[config.mk]
export PLATFORM = sky130hd
export DESIGN_NAME = fhq_ram
export DESIGN_NICKNAME = d
export VERILOG_FILES = /design/src/design/fhq_ram.sv
export SDC_FILE = /design/constraint.sdc
export NUM_CORES = 1
export LEC_CHECK = 0
export BUFFER_PORTS_ARGS = -buffer_cell sky130_fd_sc_hd__buf_2
export CORE_AREA = 2 2 79 119
export DETAILED_ROUTE_END_ITERATION = 8
export DIE_AREA = 0 0 81 121
export GPL_TIMING_DRIVEN = 0
export HOLD_SLACK_MARGIN = 0.08
export PLACE_DENSITY_LB_ADDON = 0.15
export SLEW_MARGIN = 20
export SYNTH_ARGS = -nofsm -noshare
export SYNTH_HDL_FRONTEND = slang
export SYNTH_SLANG_ARGS = --single-unit
[constraint.sdc]
create_clock -name clk -period 2 [get_ports clk]
set_clock_uncertainty 0.15 [all_clocks]
set_input_delay 0.1 -clock clk [delete_from_list [all_inputs] [get_ports clk]]
set_output_delay 0.1 -clock clk [all_outputs]
set_load 0.02 [all_outputs]
[src/design/fhq_ram.sv]
module fhq_ram #(
	parameter int WIDTH = 8,
	parameter int DEPTH = 16,
	localparam int AW   = (DEPTH > 1) ? $clog2(DEPTH) : 1
) (
	input  logic             clk,
	input  logic             we,
	input  logic [AW-1:0]    waddr,
	input  logic [WIDTH-1:0] wdata,
	input  logic [AW-1:0]    raddr,
	output logic [WIDTH-1:0] rdata
);

	logic [WIDTH-1:0] mem [DEPTH];

	// Write one word, read one word with a registered output
	always_ff @(posedge clk) begin
		if (we) begin
			mem[waddr] <= wdata;
		end
		rdata <= mem[raddr];
	end

endmodule

==> flow_metrics.tcl, run 1 <==
set metrics [dict create \
    status "completed" \
    cts_resized 0 \
    hp-class "input port to register" \
    tightest_slew_ns 0.8019 \
    syn-num-nets 247 \
    synth_top_family_by_area "multiplexers" \
    via_per_inst 6.015 \
    maxCapViolations 0 \
    synth-xor-area-share_pct 0 \
    gp_congestion 0.8523 \
    hold_viol_final 0 \
    yosysTopAreaCell "edfxtp_1" \
    ys_seq_area_share_pct 77.78 \
    fin_nets 300 \
    ys_ff_latch 136 \
    cts_hold_buffers 10 \
    ys_top_cells_by_area "edfxtp_1 75%, mux4_2 7.9%, mux4_1 7.1%" \
    drt_pass1_iterations 5 \
    die_w_um 81 \
    htreeDepth 4 \
    clock_latency_ns 0.41 \
    synth_mux_area_share_pct 15.02 \
    layout.cells.non_filler 405 \
    io-pin-count 26 \
    drtAntennaViolNets 0 \
    timing.final.setup_violations 0 \
    clock_path_buffers 2 \
    critical_path.startpoint_type "input port" \
    cts.clk_slew.worst_paths_ns 0.05 \
    grt_use_met2_pct 38.27 \
    die_height_um 121 \
    via_count 2436 \
    die_area_um2 9801 \
    cts_setup_buffers 0 \
    port_buffers 24 \
    critical_path_required_ns 1.88 \
    synthCells 229 \
    dp_hpwl_um 6098 \
    grt_overflow 0 \
    cts-root-buf "clkbuf_16" \
    dp.cells 363 \
    synth_top_area_share_pct 74.67 \
    initial_core_util_pct 59.01 \
    synth_warnings 0 \
    synth-simple-area-share_pct 3.184 \
    grt_max_degree 17 \
    end_kind "register" \
    drtIter0Drc 196 \
    multiInputGateArea_um2 1077 \
    p_leak_nw 2.110 \
    grtUsageMet1_pct 28.07 \
    wl_per_cell_um 24.14 \
    syn2layout_area_growth_pct 20.10 \
    placed_cell_area_um2 5425 \
    row_count 42 \
    core_um2 8723 \
    crit_fanout 8 \
    slew_headroom_pct 46.34 \
    antenna_found_initial 0 \
    peakVddDrop_uv 754.5 \
    p_per_area_nw_per_um2 1123 \
    fill_cells 546 \
    synth_area_per_cell_um2 22.48 \
    busiest_layer "met2" \
    ff_latch_area_um2 4004 \
    drive_above_1_share_pct 29.15 \
    grt_use_met3_pct 6.622 \
    grt_first_pass_wirelength_um 14580 \
    drt-total-wl_um 9775 \
    ys_types 19 \
    rsz0062_at_grt "false" \
    final_area_um2 6182 \
    timing.final.crit_share_pct 90.42 \
    drv_slew 0 \
    synthAdderAreaFrac_pct 0 \
    grt_pass1_vias 2509 \
    syn_area_um2 5147 \
    max_freq_mhz 553.0 \
    tns_ns 0 \
    period_needed_ns 1.808 \
    fin_util_pct 70.87 \
    crit_type "input port to register" \
    drcViolationCount 0 \
    cts-buffers-inserted 17 \
    grt_usage_pct 22.80 \
    cts_num_sinks 136 \
    cts_tree "built" \
    diodes 0 \
    arrival_ns 1.69 \
    synth_compound_area_share_pct 2.333 \
]
[final timing paths]
check                            start                  end  slack, ns  depth (start not counted)
setup / recovery              waddr[0]  mem[2][0]$_DFFE_PP_       0.19                          4
hold / removal                raddr[1]     rdata[0]$_DFF_P_       0.12                          4
setup reg to reg   mem[1][1]$_DFFE_PP_     rdata[1]$_DFF_P_       0.41                          3
hold reg to reg   mem[12][3]$_DFFE_PP_     rdata[3]$_DFF_P_       0.53                          3
[cells in the final DEF (no fill, tap or decap), drive strengths merged]
cell type / Yosys / layout
dfxtp: 8 / 8
dlygate4sd3: 0 / 10
clkinv: 0 / 4
and2b: 1 / 1
nand3: 1 / 1
nand2: 9 / 9
bufinv: 0 / 5
mux4: 32 / 32
nor3: 4 / 4
nand3b: 2 / 2
clkbuf: 0 / 23
buf: 7 / 31
nor2: 13 / 13
edfxtp: 128 / 128
and2: 1 / 1
a22oi: 16 / 16
nor2b: 1 / 1
or3b: 1 / 1
clkdlybuf4s25: 3 / 3
nand2b: 2 / 2
[final cells by class]
cell class,count,area share [%]
Sequential cell,136,64.76
Multi-Input combinational cell,83,17.43
Clock buffer,23,7.893
Timing Repair Buffer,34,3.562
Clock inverter,9,2.732
Tap cell,110,2.226
Buffer,10,1.396
[cell families after synthesis]
group,Yosys count
simple gates,35
mux,32
buf+inv,10
compound gates,16
flops,136
[synthesized netlist by cell type]
master and instances:
buf_6 3, nor3_1 4, nand2b_1 2, nand3b_1 2, nand3_1 1, or3b_2 1, a22oi_1 16, mux4_1 14
mux4_2 18, and2b_1 1, nor2b_1 1, buf_2 3, nor2_1 13, nand2_1 9, and2_1 1, dfxtp_1 8
edfxtp_1 128, buf_4 1, clkdlybuf4s25_2 3
[flip-flops by register name (all words and copies together) (netlist names)]
signal	count
rdata	8
mem	128
[where the power goes]
part,internal [mW],switching (mW),total [mW]
Sequential,3.19,0.0152,3.20
Combinational,0.140,0.200,0.340
Clock,2.33,1.07,3.40
[critical path: stages]
cell           delay [ns]
dlygate4sd3_1        0.53
buf_2                0.18
nand2b_1             0.22
nor2_1               0.65
[metal layers]
layer | part of all wire [%] | vias to the layer above
met1 | 37 | 1238
met4 | 1.9 | 0
met5 | 0 | -
li1 | - | 1080
met3 | 6.5 | 14
met2 | 54 | 104
[per-stage QoR]
stage                     worst slack [ns]  power, mW  hold slack [ns]
after detailed placement            0.1008      3.589           0.3634
final                               0.1916      6.944           0.1178
after CTS                           0.1956      6.973          0.08020
after floorplan                     0.2571      3.445          0.04887
after global routing                0.1053      7.133          0.08988
after global placement             -0.2840      3.575           0.3438
Power figures use the tool's default switching activity.
==> run 2: changes to the inputs <==
Settings changed: CELL_PAD_IN_SITES_DETAIL_PLACEMENT from default to 1, CELL_PAD_IN_SITES_GLOBAL_PLACEMENT from default to 1, CORE_AREA 2 2 79 119 to 2 2 87 122, DIE_AREA 0 0 81 121 to 0 0 89 124.
==> run 2 against run 1 <==
Against the previous run:
- cell area rose by 0.34%
- non-clock buffer count did not move
- first-iteration DRC count fell by 12%
- critical path depth did not move
- highest routed layer unchanged
- clock-buffer cell count rose by 3
- worst hold slack got worse by 0.025 ns
- maximum frequency fell by 2.8%
- routed wire length rose by 5.2%
- power fell by 2.4%
- sequential power barely moved
==> flow_metrics.tcl, run 2 (synthesis gave the netlist of run 1 again) <==
set metrics [dict create \
    status "completed" \
    initial_core_util_pct 52.00 \
    max_stage_delay_ns 0.68 \
    drtIter0Drc 172 \
    grt_overflow 0 \
    top_register "mem" \
    peakVddDrop_uv 600.8 \
    grt_max_degree 17 \
    cts.clk_slew.worst_paths_ns 0.06 \
    cts_setup_buffers 0 \
    grt_first_pass_wirelength_um 15490 \
    dp_hpwl_um 6494 \
    comb_power_share_pct 5.1 \
    maxCapViolations 0 \
    intPower_mw 5.420 \
    slowest_stage "nor2_1" \
    final_cell_mix "128 x edfxtp_1, 27 x buf_2, 22 x clkbuf_16, 18 x mux4_2, 16 x a22oi_1" \
    slew_headroom_pct 43.48 \
    crit_type "input port to register" \
    syn2layout_area_growth_pct 20.52 \
    layout.cells.non_filler 430 \
    p_sw_mw 1.359 \
    p_per_area_nw_per_um2 1093 \
    grt_usage_pct 21.15 \
    cts_num_sinks 136 \
    via_per_inst 5.702 \
    crit_fanout 8 \
    cts-root-buf "clkbuf_16" \
    pwr-share-clk_pct 47.7 \
    drt-total-wl_um 10290 \
    switching_share_pct 20.05 \
    diodes 0 \
    cts-buffers-inserted 17 \
    clock_latency_ns 0.41 \
    end_kind "register" \
    drtAntennaViolNets 0 \
    dp.cells 388 \
    row_count 43 \
    timing.final.setup_violations 0 \
    critical_path.startpoint_type "input port" \
    fin_nets 300 \
    clock_path_buffers 2 \
    drt_pass1_iterations 4 \
    largest_reg_flops 128 \
    wl_per_cell_um 23.92 \
    drcViolationCount 0 \
    rsz0062_at_grt "false" \
    crit_chain "dlygate4sd3_1, buf_2, nand2b_1, nor2_1" \
    reg_top3 "mem (128), rdata (8)" \
    arrival_ns 1.74 \
    drive_above_1_share_pct 30.17 \
    drv_slew 0 \
    max_freq_mhz 537.4 \
    worstPathBufferInverterCount 2 \
    die_area_um2 11040 \
    tightest_slew_ns 0.8447 \
    port_buffers 24 \
    io-pin-count 26 \
    final_common_cell "edfxtp_1" \
    r2r_slack_ns 0.38 \
    p_leak_nw 2.098 \
    die_height_um 124 \
    die_w_um 89 \
    core_um2 9899 \
    timing.final.crit_share_pct 93.04 \
    htreeDepth 4 \
    p_seq_share_pct 47.2 \
    holdWs_ns 0.09275 \
    cts_tree "built" \
    antenna_found_initial 0 \
    grt_pass1_vias 2662 \
    critical_path_required_ns 1.88 \
    period_needed_ns 1.861 \
    hp-class "input port to register" \
    hold_viol_final 0 \
    via_count 2452 \
    path_delay_family "simple AND/OR/NAND/NOR gates" \
    finalPower_mw 6.779 \
    gp_congestion 0.7668 \
]
run 2: changes by cell type in the layout (fill, tap and decap cells not counted):
cell	delta
bufinv_16	-5
clkbuf_1	-2
clkbuf_16	+5
clkinv_1	-1
clkinv_2	-1
clkinvlp_4	+3
inv_6	+1
run 2: routing by layer:
metal	vias up	wire [um]	global-route usage (%)
met5	-	0	0
met4	0	410	12.03
met3	27	491	4.374
met2	83	5283	33.68
met1	1263	4099	27.00
li1	1079	-	-
run 2: timing repair:
item                      4_1_cts  5_1_grt
hold buffers                   10        0
hold endpoints to repair      154        0
gates resized for setup         0        0
run 2: per-stage QoR:
step	util (%)	setup TNS, ns	cell area, um^2	setup slack (ns)
6_report	62.66	0	6203	0.1391
5_1_grt	62.66	0	6203	0.07329
4_1_cts	62.66	0	6203	0.1549
3_5_place_dp	55.12	0	5456	0.05169
3_3_place_gp	54.92	-3.101	5436	-0.3012
2_1_floorplan	-	0	5147	0.2571
run 2: worst register-to-register path: cells and delay by family (launching register included):
family           cells  cell delay [ns]
AO/OA/AOI/OAI        1             0.34
flip-flops           1             0.35
multiplexers         1             0.59
AND/OR/NAND/NOR      1             0.09
run 2: area by class of cell:
type                       count  area [um^2]
multi-input combinational     83         1077
timing repair buffer          34        220.2
clock buffer                  26        605.6
buffer                        10        86.33
tap                          135        168.9
sequential                   136         4004
clock inverter                 6        41.29
fill                         849         3696
run 2: power by group through the flow:
stage               registers, mW  clock network [mW]  logic (mW)
global placement             3.26                   0       0.323
global route                 3.21                3.36       0.372
floorplan                    3.28                   0       0.162
CTS                          3.20                3.27       0.350
finish                       3.20                3.23       0.345
detailed placement           3.26                   0       0.333
run 2: path summary, 6_finish.rpt:
kind / startpoint / end / cells past startpoint
hold / removal: raddr[1] / rdata[0]$_DFF_P_ / 4
setup / recovery: waddr[0] / mem[10][4]$_DFFE_PP_ / 4
hold reg to reg: mem[14][3]$_DFFE_PP_ / rdata[3]$_DFF_P_ / 3
setup reg to reg: mem[1][3]$_DFFE_PP_ / rdata[3]$_DFF_P_ / 3
